`src/xml_name_validator_assert.svh`:
```
// ----------------------------------------------------------------------------
// XML name validator assertion macros
// Concurrent checks clocked on clk, disabled while arst_n is low.
// ----------------------------------------------------------------------------
`ifndef XML_NAME_VALIDATOR_ASSERT_SVH
`define XML_NAME_VALIDATOR_ASSERT_SVH

// Consequent must hold in the same cycle as the antecedent.
`define XNV_ASSERT_NOW(lbl, ante, cons, msg) \
	lbl: assert property (@(posedge clk) disable iff (!arst_n) (ante) |-> (cons)) \
		else $error(msg);

// Consequent must hold in the cycle after the antecedent.
`define XNV_ASSERT_NEXT(lbl, ante, cons, msg) \
	lbl: assert property (@(posedge clk) disable iff (!arst_n) (ante) |=> (cons)) \
		else $error(msg);

`endif

```
`src/xnv_pkg.sv`:
```
// ----------------------------------------------------------------------------
// XML name validator package
// Request and verdict types, codes and the reserved-prefix spelling.
// ----------------------------------------------------------------------------
package xnv_pkg;

	localparam int LENGTH_BITS_DEF = 16;

	localparam logic OP_CHAR = 1'b0;
	localparam logic OP_END  = 1'b1;

	typedef enum logic [2:0] {
		ERR_NONE      = 3'd0,
		ERR_EMPTY     = 3'd1,
		ERR_RESERVED  = 3'd2,
		ERR_BAD_START = 3'd3,
		ERR_BAD_CHAR  = 3'd4
	} err_code_t;

	typedef enum logic [1:0] {
		BR_NONE  = 2'd0,
		BR_NS    = 2'd1,
		BR_SHEET = 2'd2
	} prefix_branch_t;

	typedef struct packed {
		logic        opcode;
		logic [15:0] char_code;
	} req_t;

	typedef struct packed {
		logic        name_valid;
		logic [2:0]  error_code;
		logic [15:0] bad_position;
	} verdict_t;

	typedef struct packed {
		logic [15:0] folded;
		logic        start_ok;
		logic        name_ok;
	} char_class_t;

	// Spelling of "xml-stylesheet"; unused indexes read as zero.
	function automatic logic [15:0] sheet_char(input logic [3:0] idx);
		logic [15:0] c;
		unique case (idx)
			4'd0:    c = 16'h0078; // x
			4'd1:    c = 16'h006D; // m
			4'd2:    c = 16'h006C; // l
			4'd3:    c = 16'h002D; // -
			4'd4:    c = 16'h0073; // s
			4'd5:    c = 16'h0074; // t
			4'd6:    c = 16'h0079; // y
			4'd7:    c = 16'h006C; // l
			4'd8:    c = 16'h0065; // e
			4'd9:    c = 16'h0073; // s
			4'd10:   c = 16'h0068; // h
			4'd11:   c = 16'h0065; // e
			4'd12:   c = 16'h0065; // e
			4'd13:   c = 16'h0074; // t
			default: c = 16'h0000;
		endcase
		return c;
	endfunction

endpackage

```
`src/xnv_char_class.sv`:
```
// ----------------------------------------------------------------------------
// XML name validator character classifier
// Folds ASCII upper case and checks NameStartChar and NameChar ranges.
// ----------------------------------------------------------------------------
module xnv_char_class import xnv_pkg::*; (
	input  logic [15:0] char_code,
	output char_class_t cls
);

	logic [15:0] c;
	logic        start_ok;

	always_comb begin
		c = char_code;
		if (char_code >= 16'h0041 && char_code <= 16'h005A) begin
			c = char_code + 16'h0020;
		end
	end

	always_comb begin
		start_ok = (c == 16'h003A) || (c == 16'h005F) ||
			(c >= 16'h0041 && c <= 16'h005A) || (c >= 16'h0061 && c <= 16'h007A) ||
			(c >= 16'h00C0 && c <= 16'h00D6) || (c >= 16'h00D8 && c <= 16'h00F6) ||
			(c >= 16'h00F8 && c <= 16'h02FF) || (c >= 16'h0370 && c <= 16'h037D) ||
			(c >= 16'h037F && c <= 16'h1FFF) || (c >= 16'h200C && c <= 16'h200D) ||
			(c >= 16'h2070 && c <= 16'h218F) || (c >= 16'h2C00 && c <= 16'h2FEF) ||
			(c >= 16'h3001 && c <= 16'hD7FF) || (c >= 16'hF900 && c <= 16'hFDCF) ||
			(c >= 16'hFDF0 && c <= 16'hFFFD);
		cls.folded   = c;
		cls.start_ok = start_ok;
		cls.name_ok  = start_ok || (c == 16'h002D) || (c == 16'h002E) ||
			(c >= 16'h0030 && c <= 16'h0039) || (c == 16'h00B7) ||
			(c >= 16'h0300 && c <= 16'h036F) || (c >= 16'h203F && c <= 16'h2040);
	end

endmodule

```
`src/xnv_tracker.sv`:
```
// ----------------------------------------------------------------------------
// XML name validator name tracker
// Holds per-name state (length, reserved-prefix match, first error) and
// forms the verdict for the end-of-name request.
// ----------------------------------------------------------------------------
module xnv_tracker import xnv_pkg::*; #(
	parameter int LENGTH_BITS = LENGTH_BITS_DEF
) (
	input  logic        clk,
	input  logic        arst_n,
	input  logic        step,
	input  logic        opcode,
	input  char_class_t cls,
	output verdict_t    verdict
);

	logic [LENGTH_BITS-1:0] len_q;
	logic [3:0]             prog_q;
	prefix_branch_t         branch_q;
	logic                   broken_q;
	err_code_t              bad_kind_q;
	logic [LENGTH_BITS-1:0] bad_idx_q;

	logic [3:0]     prog_d;
	prefix_branch_t branch_d;
	logic           broken_d;
	logic           complete;
	logic [15:0]    c;
	logic [32:0]    idx_ext;
	err_code_t      code;

	assign c        = cls.folded;
	assign complete = (branch_q == BR_NS && prog_q >= 4'd5) ||
		(branch_q == BR_SHEET && prog_q >= 4'd14);

	// Reserved-prefix matcher: stop once complete or broken.
	always_comb begin
		prog_d   = prog_q;
		branch_d = branch_q;
		broken_d = broken_q;
		if (!broken_q && !complete) begin
			if (prog_q < 4'd3) begin
				if (c == sheet_char(prog_q)) begin
					prog_d = prog_q + 4'd1;
				end else begin
					broken_d = 1'b1;
				end
			end else if (prog_q == 4'd3) begin
				if (c == 16'h006E) begin
					branch_d = BR_NS;
					prog_d   = 4'd4;
				end else if (c == 16'h002D) begin
					branch_d = BR_SHEET;
					prog_d   = 4'd4;
				end else begin
					broken_d = 1'b1;
				end
			end else if (branch_q == BR_NS) begin
				if (c == 16'h0073) begin
					prog_d = prog_q + 4'd1;
				end else begin
					broken_d = 1'b1;
				end
			end else begin
				if (c == sheet_char(prog_q)) begin
					prog_d = prog_q + 4'd1;
				end else begin
					broken_d = 1'b1;
				end
			end
		end
	end

	always_ff @(posedge clk or negedge arst_n) begin
		if (!arst_n) begin
			len_q      <= '0;
			prog_q     <= '0;
			branch_q   <= BR_NONE;
			broken_q   <= 1'b0;
			bad_kind_q <= ERR_NONE;
			bad_idx_q  <= '0;
		end else if (step) begin
			if (opcode == OP_END) begin
				len_q      <= '0;
				prog_q     <= '0;
				branch_q   <= BR_NONE;
				broken_q   <= 1'b0;
				bad_kind_q <= ERR_NONE;
				bad_idx_q  <= '0;
			end else begin
				if (bad_kind_q == ERR_NONE) begin
					if (len_q == '0) begin
						if (!cls.start_ok) begin
							bad_kind_q <= ERR_BAD_START;
							bad_idx_q  <= '0;
						end
					end else if (!cls.name_ok) begin
						bad_kind_q <= ERR_BAD_CHAR;
						bad_idx_q  <= len_q;
					end
				end
				prog_q   <= prog_d;
				branch_q <= branch_d;
				broken_q <= broken_d;
				// saturate at all ones
				if (!(&len_q)) begin
					len_q <= len_q + LENGTH_BITS'(1);
				end
			end
		end
	end

	always_comb begin
		idx_ext = 33'(bad_idx_q);
		if (len_q == '0) begin
			code = ERR_EMPTY;
		end else if (prog_q >= 4'd3 && !(len_q == LENGTH_BITS'(3) || complete)) begin
			code = ERR_RESERVED;
		end else begin
			code = bad_kind_q;
		end
		verdict.name_valid   = (code == ERR_NONE);
		verdict.error_code   = code;
		verdict.bad_position = 16'h0000;
		if (code == ERR_BAD_START || code == ERR_BAD_CHAR) begin
			verdict.bad_position = (idx_ext > 33'h0FFFF) ? 16'hFFFF : idx_ext[15:0];
		end
	end

endmodule

```
`src/xml_name_validator.sv`:
```
// The verdict is registered after the end request leaves the input register.
// Throughput: one request per cycle, characters and end markers alike, while no stalled verdict holds back an end.
// A request is held in the input register, then updates the tracker
// or loads the verdict register; only a stalled verdict holds back an end.
// Reset (arst_n low, asynchronous) empties both registers and clears the
// per-name state.
// ----------------------------------------------------------------------------
// XML name validator
// Checks a UTF-16 name against the XML Name production, one unit per cycle unless a stalled verdict holds back an end.
// ----------------------------------------------------------------------------
module xml_name_validator import xnv_pkg::*; #(
	parameter int LENGTH_BITS = LENGTH_BITS_DEF
) (
	input  logic     clk,
	input  logic     arst_n,
	input  logic     item_valid,
	output logic     item_ready,
	input  req_t     item,
	output logic     verdict_valid,
	input  logic     verdict_ready,
	output verdict_t verdict
);

	logic        valid_s1;
	req_t        item_s1;
	logic        consume_s1;
	logic        end_s1;
	char_class_t cls;
	verdict_t    verdict_d;
	logic        verdict_valid_q;
	verdict_t    verdict_q;

	assign end_s1     = (item_s1.opcode == OP_END);
	assign consume_s1 = valid_s1 && (!end_s1 || !verdict_valid_q || verdict_ready);
	assign item_ready = !valid_s1 || consume_s1;

	xnv_char_class u_class (
		.char_code(item_s1.char_code),
		.cls      (cls)
	);

	xnv_tracker #(
		.LENGTH_BITS(LENGTH_BITS)
	) u_tracker (
		.clk    (clk),
		.arst_n (arst_n),
		.step   (consume_s1),
		.opcode (item_s1.opcode),
		.cls    (cls),
		.verdict(verdict_d)
	);

	always_ff @(posedge clk or negedge arst_n) begin
		if (!arst_n) begin
			valid_s1 <= 1'b0;
		end else if (item_ready) begin
			valid_s1 <= item_valid;
		end
	end

	always_ff @(posedge clk) begin
		if (item_valid && item_ready) begin
			item_s1 <= item;
		end
	end

	always_ff @(posedge clk or negedge arst_n) begin
		if (!arst_n) begin
			verdict_valid_q <= 1'b0;
		end else if (consume_s1 && end_s1) begin
			verdict_valid_q <= 1'b1;
		end else if (verdict_ready) begin
			verdict_valid_q <= 1'b0;
		end
	end

	always_ff @(posedge clk) begin
		if (consume_s1 && end_s1) begin
			verdict_q <= verdict_d;
		end
	end

	assign verdict_valid = verdict_valid_q;
	assign verdict       = verdict_q;

`include "xml_name_validator_assert.svh"

	`XNV_ASSERT_NEXT(a_end_loads_verdict, consume_s1 && end_s1, verdict_valid_q, "end request did not load a verdict")
	`XNV_ASSERT_NOW(a_valid_matches_code, verdict_valid_q, verdict_q.name_valid == (verdict_q.error_code == ERR_NONE), "name_valid disagrees with error_code")
	`XNV_ASSERT_NOW(a_position_only_bad_char, verdict_valid_q && verdict_q.bad_position != 16'h0000, verdict_q.error_code == ERR_BAD_CHAR, "bad_position set without bad char")
	`XNV_ASSERT_NEXT(a_stall_holds_s1, valid_s1 && !item_ready, valid_s1 && $stable(item_s1), "stalled request lost in input register")

endmodule
```
`config.mk`:
```
export PLATFORM = sky130hd
export DESIGN_NAME = xml_name_validator
export DESIGN_NICKNAME = d
export VERILOG_FILES = /design/src/xnv_pkg.sv /design/src/xnv_char_class.sv /design/src/xnv_tracker.sv /design/src/xml_name_validator.sv
export VERILOG_INCLUDE_DIRS = /design/src /design/src/src
export SDC_FILE = /design/constraint.sdc
export NUM_CORES = 1
export LEC_CHECK = 0
export BUFFER_PORTS_ARGS = -buffer_cell sky130_fd_sc_hd__buf_4
export CELL_PAD_IN_SITES_DETAIL_PLACEMENT = 0
export CELL_PAD_IN_SITES_GLOBAL_PLACEMENT = 2
export CORE_MARGIN = 4
export CORE_UTILIZATION = 42
export DETAILED_ROUTE_END_ITERATION = 8
export GPL_TIMING_DRIVEN = 0
export PLACE_DENSITY = 0.93
export SETUP_SLACK_MARGIN = 0.1
export SYNTH_ARGS = -nofsm -noshare
export SYNTH_HDL_FRONTEND = slang
export SYNTH_SLANG_ARGS = --single-unit
```
`constraint.sdc`:
```
create_clock -name clk -period 8.5 [get_ports clk]
set_input_delay 1.7 -clock clk [delete_from_list [all_inputs] [get_ports clk]]
set_output_delay 1.7 -clock clk [all_outputs]
set_load 0.03 [all_outputs]
```
* Yosys cells after proc, flatten, opt, wreduce, memory -nomap -nowiden *
Memory sizes are Yosys's and may differ from the RTL's.
Index checks and enable logic that the tools add are counted.

word-level totals
  register bits = 81
  bits in latches = 0
  bits in writable memories = 0
  memory bits (read-only) = 224
  output and inout bits = 22
  word-level logic and storage cells = 203
  memories = 2

operators by class
  add/sub/neg operators = 3
  multiply operators = 0
  divide/modulo/power cells = 0
  $lt $le $gt $ge = 38
  equal/unequal tests = 27
  shift-type cells = 0
  mux-type cells = 49
  bitwise operators = 0
  reductions and logical operators = 71

memories
  name             depth  width  rd ports  clocked after memory_dff  wr ports  RTL line       RTL
  (no name shown)  16     7      1         0                         0         xnv_pkg.sv:46  unique case (idx)
  (no name shown)  16     7      1         0                         0         xnv_pkg.sv:46

operators with widths
  cell                     count
  $mux W16                 14
  $ge A16 B14 Y1 const B   5
  $le A16 B14 Y1 const B   4
  $eq A16 B6 Y1 const B    3
  $eq A16 B7 Y1 const B    3
  $ge A16 B10 Y1 const B   3
  $ge A16 B7 Y1 const B    3
  $ge A16 B8 Y1 const B    3
  $le A16 B10 Y1 const B   3
  $le A16 B16 Y1 const B   3
  $le A16 B7 Y1 const B    3
  $mux W4                  10
  $eq A16 B16 Y1           2
  $ge A16 B16 Y1 const B   2
  $le A16 B8 Y1 const B    2
  $logic_or A1 B1 Y1       26
  $logic_and A1 B1 Y1      24
  $mux W3                  7
  $add A16 B1 Y16 const B  1
  $add A16 B6 Y16 const B  1
  $eq A16 B2 Y1 const B    1
  $eq A16 B8 Y1 const B    1
  $ge A16 B6 Y1 const B    1
  $le A16 B13 Y1 const B   1
  other kinds (31)         62

* Logic depth before layout (Yosys ltp) *
Gate-level depths: netlist of run 1.

  depth after elaboration = 28
  mapped depth = 15

* By module *
From an unflattened synthesis of run 1, not the netlist that was laid out.

second synthesis, totals
  cells, all modules = 507
  area, all modules = 4921.0 um^2

by module, submodules not included
  module              times used  cells each  area an instance (um^2)  seq. area each (um^2)
  xnv_tracker         1           291         2585.0                   1026.0
  xml_name_validator  1           47          1232.4                   1161.1
  xnv_char_class      1           169         1103.6                   0.0

* Worst setup path after synthesis of run 1 *
Ideal clock, no wire load.

  path kind = input port to output port
  from = input port verdict_ready
  to = output port item_ready
  arrival time = 2.110 ns
  slack = 4.690 ns
  stages = 1
  buffers on the path = 0
  cell sequence = nand4b_1

between the ends
  cells in the longest elaborated chain, start to end = 3

ends and longest elaborated chain
  element              RTL line                  RTL
  start: declaration   xml_name_validator.sv:20  input logic verdict_ready,
  $logic_or A1 B1 Y1   xml_name_validator.sv:34  assign consume_s1 = valid_s1 && (!end_s1 || !verdict_valid_q || verdict_ready);
  $logic_and A1 B1 Y1  xml_name_validator.sv:34
  $logic_or A1 B1 Y1   xml_name_validator.sv:35  assign item_ready = !valid_s1 || consume_s1;
  end: declaration     xml_name_validator.sv:17  output logic item_ready,

Every way passes these cells.

* Worst setup path after layout of run 1 *
  from = register item_s1[2] in the netlist's numbering
  to = register u_tracker.bad_idx_q[12]

between the ends
  cells in the longest elaborated chain, start to end = 26

ends and longest elaborated chain
  element                                                    RTL line                                    RTL
  start: declaration                                         xml_name_validator.sv:25                    req_t item_s1;
  start signal: assignment                                   xml_name_validator.sv:63                    item_s1 <= item;
  $ge A16 B7 Y1 or $le A16 B7 Y1 (tied branches)             xnv_char_class.sv:15                        if (char_code >= 16'h0041 && char_code <= 16'h005A) begin
  $logic_and A1 B1 Y1                                        xnv_char_class.sv:15
  $mux W16 (*)                                               xnv_char_class.sv:15
  $ge A16 B7 Y1, or another cell as far along                xnv_char_class.sv:22                        (c >= 16'h0041 && c <= 16'h005A) || (c >= 16'h0061 && c <= 16'h007A) ||
  $logic_and A1 B1 Y1 or $logic_or A1 B1 Y1 (tied branches)  xnv_char_class.sv:22, xnv_char_class.sv:21
  $logic_or A1 B1 Y1                                         xnv_char_class.sv:21                        start_ok = (c == 16'h003A) || (c == 16'h005F) ||
  $logic_or A1 B1 Y1 (2 in a row)                            xnv_char_class.sv:22
  $logic_or A1 B1 Y1 (2 in a row)                            xnv_char_class.sv:23                        (c >= 16'h00C0 && c <= 16'h00D6) || (c >= 16'h00D8 && c <= 16'h00F6) ||
  $logic_or A1 B1 Y1 (2 in a row)                            xnv_char_class.sv:24                        (c >= 16'h00F8 && c <= 16'h02FF) || (c >= 16'h0370 && c <= 16'h037D) ||
  $logic_or A1 B1 Y1 (2 in a row)                            xnv_char_class.sv:25                        (c >= 16'h037F && c <= 16'h1FFF) || (c >= 16'h200C && c <= 16'h200D) ||
  $logic_or A1 B1 Y1 (2 in a row)                            xnv_char_class.sv:26                        (c >= 16'h2070 && c <= 16'h218F) || (c >= 16'h2C00 && c <= 16'h2FEF) ||
  $logic_or A1 B1 Y1 (2 in a row)                            xnv_char_class.sv:27                        (c >= 16'h3001 && c <= 16'hD7FF) || (c >= 16'hF900 && c <= 16'hFDCF) ||
  $logic_or A1 B1 Y1 (3 in a row)                            xnv_char_class.sv:31                        cls.name_ok = start_ok || (c == 16'h002D) || (c == 16'h002E) ||
  $logic_or A1 B1 Y1 (2 in a row)                            xnv_char_class.sv:32                        (c >= 16'h0030 && c <= 16'h0039) || (c == 16'h00B7) ||
  $logic_or A1 B1 Y1                                         xnv_char_class.sv:33                        (c >= 16'h0300 && c <= 16'h036F) || (c >= 16'h203F && c <= 16'h2040);
  $ne A3 B3 Y1 (no line)                                     n/a
  $reduce_and A4 Y1 (no line) (*)                            n/a
  end signal: assignment                                     xnv_tracker.sv:99                           bad_idx_q <= len_q;
  end: declaration                                           xnv_tracker.sv:22                           logic [LENGTH_BITS-1:0] bad_idx_q;

Every way passes the cells marked *; elsewhere a longest branch is shown, timed or not.
A chain may end at the register's enable or synchronous reset.

==> flow_summary.yaml, run 1 <==
place:
  port-buffer-count: 42
  dp_hpwl_um: 10100
  gp_congestion: 0.926
  dp_worst_setup_slack_ns: 4.51
  numPlacedInstances: 715
global_route:
  grtUsageTotal_pct: 20.4
  grt_pass1_wl_um: 22600
  antenna_found_initial: 0
  grt_pass1_vias: 4101
  grt_max_degree: 44
  globalRoute.totalOverflow: 0
power_and_ir_drop:
  p_leak_nw: 2.26
  seqPwrFrac_pct: 40.7
  p_sw_share_pct: 31.3
  combPwrFrac_pct: 23.4
  ir_drop_mv: 0.156
  internal_power_mw: 0.774
  p_sw_mw: 0.353
  p_clk_share_pct: 35.9
  power_density_nw_per_um2: 190
final_layout:
  final.fill_count: 1127
  nets: 610
  final_cell_mix: "nor2_1 (48), nand2_1 (47), buf_4 (45)"
  ff_latch_area_um2: 2190
  drive_gt1_share_pct: 18.3
  antennaDiodeCount: 0
  syn2layout_area_growth_pct: 15.7
  multi_input_area_um2: 2610
  mostFrequentLayoutCell: "nor2_1"
  finalNonFillerCells: 731
sta:
  fin_skew_ns: 0.00352
  layout_worst_path_cycle_share_pct: 47.6
  period_minus_slack_ns: 4.05
  final-setup-viol-count: 0
  slew_viol_final: 0
  setup_ws_ns: 4.45
  hold_slack_ns: 0.483
  final.setup.tns_ns: 0
  relSlewSlack_pct: 49.9
  fmax_mhz: 247
  grt_setup_unrepaired: "false"
  worstMarginPinSlew_ns: 0.732
  hold_violations: 0
setup_path:
  start_kind: "flip-flop"
  rr_endpoint: "u_tracker.bad_idx_q[12]"
  rr_worst_depth: 11
  cp.required_ns: 8.74
  cp.arrival_ns: 4.28
  crit_slowest_cell: "nor4_4"
  critPathMaxStageDelay_ns: 0.54
  cp_cell_sequence: "clkbuf_1 > nor4bb_4 > a31oi_1 > nor4_4 > a21oi_2 > o41ai_2 > o2111ai_1 > or2_1 > nor4_4 > buf_6 > o2bb2ai_1"
  r2r_setup_slack_ns: 4.45
  critPathMaxFanout: 10
  cpMostUsedCell: "nor4_4"
  crit_path_end_kind: "flip-flop"
  critPathKind: "flip-flop to flip-flop"
  timing.rr.start: "item_s1[2]"
floorplanning:
  core_um2: 12000
  floorplan.rows: 40
  die_width_um: 118
  initial_core_util_pct: 42.8
  ioPinCount: 43
  die_h_um: 118
  dieArea_um2: 14000
clock_network:
  cts_tree: "yes"
  insertion_delay_ns: 0.35
  cts_sinks: 80
  cts_root_buf: "clkbuf_16"
  clockBufferDepth: 2
  hold_buffers: 0
  numCtsBuffers: 9
  cts.clk_slew.worst_paths_ns: 0.06
  cts_resized: 0
  htreeDepth: 3
  postCtsSetupRepairBufs: 0
detailed_routing:
  detail-route-antenna-nets: 0
  postRouteWirelength_um: 13800
  drc: 0
  dr.pass1.iters: 5
  drt-initial-drc-count: 428
  vias_per_cell: 5.82
  vias: 4252
  avgRoutedWirePerCell_um: 18.8
status:
  outcome: "finished clean"
yosys:
  synth_ff_type: "dfrtp_1"
  avgSynthCellArea_um2: 9.72
  ys_seq_area_share_pct: 42.8
  synth_edf_count: 37
  synthArstFlopShare_pct: 53.8
  synth_cells: 526
  synth_area_um2: 5110
  yosys_warnings: 0
  synth.distinct_cells: 83
  ys_seq_elements: 80
  synth_fp_nets: 557
min_path:
  whs_path_depth: 1
  hold_path.class: "flip-flop to flip-flop"
  min_to: "u_tracker.broken_q"
  min_from: "u_tracker.broken_q"
job:
  drv_cap: 0
## sequential cells by signal (all words and copies together) (netlist names), 2 cells and up
register	cells
item_s1	16
u_tracker.bad_idx_q	16
u_tracker.bad_kind_q	2
u_tracker.branch_q	2
u_tracker.len_q	16
u_tracker.prog_q	4
verdict	20
## cell families (layout without fill, tap and decap cells)
kind of cell	after synthesis	count (layout)	share of synthesized area, %
AO/OA/AOI/OAI	119	119	16.7
XOR/XNOR	21	21	3.60
adder cells (fa/ha/maj)	10	10	2.45
buffers and inverters	52	110	6.19
flip-flops	80	80	42.8
multiplexers	5	5	1.25
AND/OR/NAND/NOR	239	239	27.1
## power groups by stage
stage	registers, mW	logic, mW	clock network, mW
after floorplan	0.470	0.181	0
after global placement	0.465	0.260	0
after detailed placement	0.466	0.262	0
after CTS	0.459	0.265	0.412
after global routing	0.462	0.296	0.431
final	0.458	0.264	0.405
## per-stage QoR
stage          utilization (%)  cell area (um2)  total power [mW]
3_3_place_gp              46.9             5610             0.726
2_1_floorplan                -             5110             0.652
6_report                  49.5             5920              1.13
3_5_place_dp              46.9             5610             0.729
4_1_cts                   49.5             5920              1.13
5_1_grt                   49.5             5920              1.19
## metal layers
metal  track usage, %  up-vias  share of wire [%]
li1                 -     2054                  -
met1             30.8     2059                 51
met2             28.7      121                 42
met3             5.41       18                5.9
met4             5.20        0                1.2
met5                0        -                  0
## synth_stat cells (4+ instances only)
cell       count  area share, %
nand3_1       14            1.4
a211oi_1       4           0.59
nor4_4         4            1.7
or4_1          4           0.59
buf_6          4           0.88
a31oi_1        5           0.61
clkbuf_1      16            1.2
a21oi_1       18            1.8
nand4_1       11            1.3
nor4b_1        4           0.68
xnor2_1        7            1.2
nand2b_1       6           0.73
o2bb2ai_1     13            2.2
inv_1         19            1.4
o211ai_1       4           0.59
nor2b_1        4           0.49
clkbuf_8       6            1.6
o21ai_0       28            2.7
nor4_1        11            1.3
or2_2          5           0.61
dfrtp_1       43             21
xor2_1        14            2.4
nor2_1        48            3.5
edfxtp_1      37             22
ha_1          10            2.4
and2_1        25            3.1
nand2_1       47            3.4
nor3_1        15            1.5
o31ai_1        5           0.73
and3_1         7           0.86
o2111ai_1      6            1.0
## worst max-delay path: cells and delay by family (launching register included)
kind	cells	cell delay [ns]
flip-flops	1	0.36
buffers and inverters	2	0.51
AO/OA/AOI/OAI	5	1.18
AND/OR/NAND/NOR	4	1.85
## worst max-delay path by stage
stage | startpoint | end | slack (ns)
after floorplan | verdict_ready | item_ready | 4.69
after global placement | item_s1[2] | u_tracker.bad_idx_q[4] | 4.51
after detailed placement | item_s1[2] | u_tracker.bad_idx_q[12] | 4.51
after CTS | item_s1[2] | u_tracker.bad_idx_q[12] | 4.48
after global routing | item_s1[2] | u_tracker.bad_idx_q[6] | 4.14
final | item_s1[2] | u_tracker.bad_idx_q[12] | 4.45
## area by class of cell
| cell class | instances | share of cell area, % |
|---|---|---|
| tap | 147 | 3.11 |
| sequential | 80 | 36.9 |
| buffer | 33 | 4.16 |
| clock inverter | 5 | 1.04 |
| multi-input combinational | 394 | 44.1 |
| timing repair buffer | 42 | 5.33 |
| inverter | 19 | 1.20 |
| clock buffer | 11 | 4.10 |
No activity file was read; power rests on OpenSTA's default activity.
==> run 2: changes to the inputs <==
Settings changed: CORE_UTILIZATION 42 to 35, PLACE_DENSITY 0.93 to 0.84.
Clock period 8.5 ns to 3.5 ns, I/O delays scaled along.
==> run 2 against run 1 <==
The run now ends with setup timing left. Critical endpoint unchanged. Clock skew grew 0.0043 ns. Largest cell class unchanged. Clock power grew 130%. Critical path type unchanged. Die area grew 19%.
==> flow_summary.yaml, run 2 (synthesized netlist as in run 1, its figures left out) <==
sta:
  grt_setup_unrepaired: "true"
  hold_violations: 0
  layout_worst_path_cycle_share_pct: 103
  final-setup-viol-count: 19
  worstMarginPinSlew_ns: 0.863
  relSlewSlack_pct: 41.9
  fin_skew_ns: 0.00781
  slew_viol_final: 0
  period_minus_slack_ns: 3.60
  setup_ws_ns: -0.102
  fmax_mhz: 278
setup_path:
  crit_slowest_cell: "or4b_4"
  cp.arrival_ns: 3.87
  cp_cell_sequence: "or4b_4 > or3_4 > buf_6 > nor4_4 > buf_4 > buf_6 > a21oi_4 > o41ai_4 > o2111ai_2 > nor4_2 > and2_1 > buf_6 > clkbuf_16 > o2bb2ai_2"
  cpMostUsedCell: "buf_6"
  critPathMaxFanout: 6
  crit_path_end_kind: "flip-flop"
  start_kind: "flip-flop"
  critPathMaxStageDelay_ns: 0.50
  critPathKind: "flip-flop to flip-flop"
  cp.required_ns: 3.77
clock_network:
  hold_buffers: 0
  numCtsBuffers: 9
  cts_root_buf: "clkbuf_16"
  cts.clk_slew.worst_paths_ns: 0.06
  clockBufferDepth: 2
  cts_tree: "yes"
  insertion_delay_ns: 0.34
  cts_sinks: 80
  htreeDepth: 3
min_path:
  hold_path.class: "primary input to asynchronous set/reset pin"
floorplanning:
  core_um2: 14100
  die_h_um: 129
  dieArea_um2: 16600
  initial_core_util_pct: 36.3
  floorplan.rows: 43
  die_width_um: 129
  ioPinCount: 43
power_and_ir_drop:
  p_leak_nw: 2.55
  ir_drop_mv: 0.221
  power_density_nw_per_um2: 422
final_layout:
  final_cell_mix: "buf_4 (68), nand2_1 (47), nor2_1 (46)"
  drive_gt1_share_pct: 29.3
  mostFrequentLayoutCell: "buf_4"
  finalNonFillerCells: 794
  antennaDiodeCount: 0
  final.fill_count: 1354
  largest_reg_flops: 20
  nets: 640
  syn2layout_area_growth_pct: 28.6
  fin_area_um2: 6580
  multi_input_area_um2: 2950
  ff_latch_area_um2: 2190
  utilization_pct: 46.7
place:
  placed_area_um2: 5720
  port-buffer-count: 42
  gp_congestion: 0.922
  numPlacedInstances: 748
  dp_hpwl_um: 10500
global_route:
  grt_max_degree: 44
  grt_pass1_wl_um: 23500
  grtUsageTotal_pct: 18.1
  globalRoute.totalOverflow: 0
  grt_pass1_vias: 4363
  antenna_found_initial: 0
detailed_routing:
  dr.pass1.iters: 7
  drc: 0
  drt-initial-drc-count: 272
  vias_per_cell: 5.60
  postRouteWirelength_um: 14700
  avgRoutedWirePerCell_um: 18.5
  detail-route-antenna-nets: 0
  vias: 4443
status:
  outcome: "finished, violations left"
  violations: "setup timing"
job:
  drv_cap: 0
[run 2: cell types whose count changed in the layout (fill, tap and decap cells not counted), sizes merged]
cell	before	now
buf	52	82
clkbuf	34	36
clkinv	0	2
inv	22	20
bufinv	1	0
clkinvlp	1	0
[run 2: final cells by class]
cell class	instances	area share, %
Tap cell	180	3.42
Timing Repair Buffer	72	8.96
Inverter	19	1.08
Multi-Input combinational cell	394	44.8
Buffer	33	3.99
Clock buffer	13	4.13
Clock inverter	3	0.342
Sequential cell	80	33.2
[run 2: routing by layer]
layer / global-route usage (%) / wire length, um / vias to the layer above / share of wire, %
li1: - / - / 2127 / -
met1: 26.4 / 7160 / 2167 / 49
met2: 26.3 / 6580 / 136 / 45
met3: 4.15 / 753 / 13 / 5.1
met4: 6.30 / 210 / 0 / 1.4
met5: 0 / 0 / - / 0
[run 2: what timing repair did]
item                       in CTS  in global routing
pin swaps                      23                 11
setup buffers                  21                  8
hold endpoints to repair        0                  0
setup endpoints to repair      25                 25
cloned                          1                  1
resized for setup              42                 25
[run 2: power by group]
group	leakage (nW)	total (mW)	internal [mW]	switching, mW
Sequential	0.954	1.11	1.06	0.0567
Combinational	1.45	0.732	0.290	0.442
Clock	0.145	0.934	0.547	0.387
Total	2.55	2.78	1.89	0.886
[run 2: path summary, 6_finish.rpt]
path,from,to,slack [ns],depth (start not counted)
setup / recovery,item_s1[6],u_tracker.bad_idx_q[12],-0.10,14
setup reg to reg,item_s1[6],u_tracker.bad_idx_q[12],-0.10,14
min in group clk,u_tracker.broken_q,u_tracker.broken_q,0.48,1
hold reg to reg,u_tracker.broken_q,u_tracker.broken_q,0.48,1
hold / removal,arst_n,u_tracker.prog_q[1],0.33,1
max in group asynchronous,arst_n,u_tracker.len_q[2],2.77,1
[run 2: per-stage QoR]
| step | total power, mW | TNS [ns] | hold slack [ns] | worst slack, ns |
|---|---|---|---|---|
| 2_1_floorplan | 1.59 | 0 | 0.404 | 0.0124 |
| 3_3_place_gp | 1.78 | -11.05 | 0.469 | -0.604 |
| 3_5_place_dp | 1.79 | -10.74 | 0.474 | -0.594 |
| 4_1_cts | 2.78 | -1.64 | 0.351 | -0.128 |
| 5_1_grt | 2.93 | -4.54 | 0.369 | -0.260 |
| 6_report | 2.78 | -1.51 | 0.331 | -0.102 |
[run 2: critical path: cells and delay by family (launching register included)]
| kind | cells | cell delay [ns] |
|---|---|---|
| flops | 1 | 0.45 |
| simple gates | 5 | 1.64 |
| buf+inv | 5 | 0.70 |
| compound gates | 4 | 0.74 |
==> run 3: changes to the inputs <==
Settings changed: REMOVE_ABC_BUFFERS from default to 1.
==> run 3 against run 2 <==
The run still ends with setup timing left. Clock skew is 0.0028 ns higher. Clock power rose by 4.4%. Combinational power fell by 7.1%. First-iteration DRC count grew 43%. Setup slack better by 0.073 ns. Core utilization is 1.6 points lower. Final cell count fell by 1.5%. Total power up 0.50%. Sequential power barely moved. Sequential share of layout area increased by 1.2 points. Critical path type unchanged.
==> flow_summary.yaml, run 3 (synthesized netlist as in run 1, its figures left out) <==
setup_path:
  critPathKind: "flip-flop to flip-flop"
  r2r_setup_slack_ns: -0.03
  crit_path_end_kind: "flip-flop"
  cp.required_ns: 3.71
  rr_worst_depth: 10
  timing.rr.start: "item_s1[9]"
  cp.arrival_ns: 3.74
  rr_endpoint: "u_tracker.bad_idx_q[0]"
  critPathMaxFanout: 16
  start_kind: "flip-flop"
place:
  numPlacedInstances: 715
  gp_congestion: 0.865
  dp_worst_setup_slack_ns: -1.09
  port-buffer-count: 42
  dp_hpwl_um: 9550
detailed_routing:
  avgRoutedWirePerCell_um: 18.8
  vias_per_cell: 5.76
  vias: 4507
  drt-initial-drc-count: 388
  postRouteWirelength_um: 14700
  detail-route-antenna-nets: 0
  drc: 0
  dr.pass1.iters: 5
power_and_ir_drop:
  ir_drop_mv: 0.390
  p_leak_nw: 2.46
  power_density_nw_per_um2: 440
final_layout:
  mostFrequentLayoutCell: "buf_4"
  final_cell_mix: "buf_4 (89), nand2_1 (47), nor2_1 (47)"
  syn2layout_area_growth_pct: 24.2
  finalNonFillerCells: 782
  largest_reg_flops: 20
  antennaDiodeCount: 0
  drive_gt1_share_pct: 28.6
  nets: 628
  final.fill_count: 1361
global_route:
  met3_usage_pct: 4.23
  top_usage_layer: "met2"
  grtUsageTotal_pct: 17.7
  grt.met2_usage_pct: 26.2
  grt_pass1_wl_um: 23200
  grt_pass1_vias: 4287
  met1_usage_pct: 25.4
  antenna_found_initial: 0
  grt_max_degree: 44
  globalRoute.totalOverflow: 0
sta:
  slew_viol_final: 0
  period_minus_slack_ns: 3.53
  fin_skew_ns: 0.0106
  fmax_mhz: 283
  hold_violations: 0
  hold_slack_ns: 0.365
  layout_worst_path_cycle_share_pct: 101
  grt_setup_unrepaired: "true"
  setup_ws_ns: -0.0288
  final-setup-viol-count: 15
  worstMarginPinSlew_ns: 1.22
  relSlewSlack_pct: 18.3
  final.setup.tns_ns: -0.325
clock_network:
  clockBufferDepth: 2
  hold_buffers: 0
  cts_tree: "yes"
  htreeDepth: 3
  cts_sinks: 80
  cts.clk_slew.worst_paths_ns: 0.07
  cts_root_buf: "clkbuf_16"
  numCtsBuffers: 9
  insertion_delay_ns: 0.34
floorplanning:
  dieArea_um2: 16600
  die_width_um: 129
  ioPinCount: 43
  die_h_um: 129
  initial_core_util_pct: 36.3
  floorplan.rows: 43
  core_um2: 14100
job:
  drv_cap: 0
min_path:
  hold_path.class: "primary input to asynchronous set/reset pin"
status:
  violations: "setup timing"
  outcome: "finished, violations left"
-- run 3: cell count changes in the layout (fill, tap and decap cells not counted), moves of 3 or more --
cell	before	now
clkbuf_1	16	0
o21ai_0	22	25
o2bb2ai_2	14	2
buf_4	68	89
o2bb2ai_1	1	13
buf_6	11	2
o21ai_1	5	2
clkbuf_8	7	2
-- run 3: metrics by stage --
stage / util [%] / power (mW) / cell area (um2)
after global routing: 45.1 / 2.93 / 6350
after CTS: 43.5 / 2.77 / 6130
final: 45.1 / 2.79 / 6350
after global placement: 38.4 / 1.74 / 5410
after detailed placement: 38.4 / 1.74 / 5410
after floorplan: - / 1.55 / 4870
-- run 3: critical path, cell delays in order, from the launching register on --
cell       delay (ns)
edfxtp_1         0.48
or4b_4           0.55
or3_4            0.45
or4_4            0.48
o211ai_1         0.22
a22o_1           0.18
o2111ai_2        0.18
or2_1            0.28
nor4_4           0.30
buf_12           0.19
o22ai_1          0.08
-- run 3: final cells by class --
cell class	count	area (um2)	area share [%]
clock inverters	5	61.3	0.965
multi-input cells	395	2840	44.8
repair buffers	92	711	11.2
clock buffers	11	253	3.98
inverters	19	71.3	1.12
well taps	180	225	3.55
flip-flops and latches	80	2190	34.4
-- run 3: timing repair --
action | 4_1_cts | 5_1_grt
pin swaps | 8 | 13
setup endpoints to repair | 25 | 59
setup buffers | 37 | 13
gates cloned | 1 | 0
gates resized for setup | 26 | 24
-- run 3: how the worst max path moves through the flow --
stage                          start                      end  slack [ns]
after global placement    item_s1[5]  u_tracker.bad_idx_q[10]       -1.04
after detailed placement  item_s1[5]  u_tracker.bad_idx_q[11]       -1.09
after CTS                 item_s1[8]   u_tracker.bad_idx_q[0]       -0.02
after floorplan           item_s1[5]  u_tracker.bad_idx_q[10]       -0.21
after global routing      item_s1[5]      u_tracker.prog_q[1]       -0.14
final                     item_s1[9]   u_tracker.bad_idx_q[0]       -0.03
-- run 3: power breakdown --
group	switching (mW)	internal [mW]	total (mW)
Combinational	0.403	0.276	0.680
Sequential	0.0807	1.06	1.14
Clock	0.379	0.596	0.975
Total	0.863	1.93	2.79
-- run 3: per-layer routing --
layer / part of all wire (%) / vias up
met3: 6.9 / 23
met2: 45 / 171
met5: 0 / -
li1: - / 2104
met1: 46 / 2209
met4: 1.6 / 0
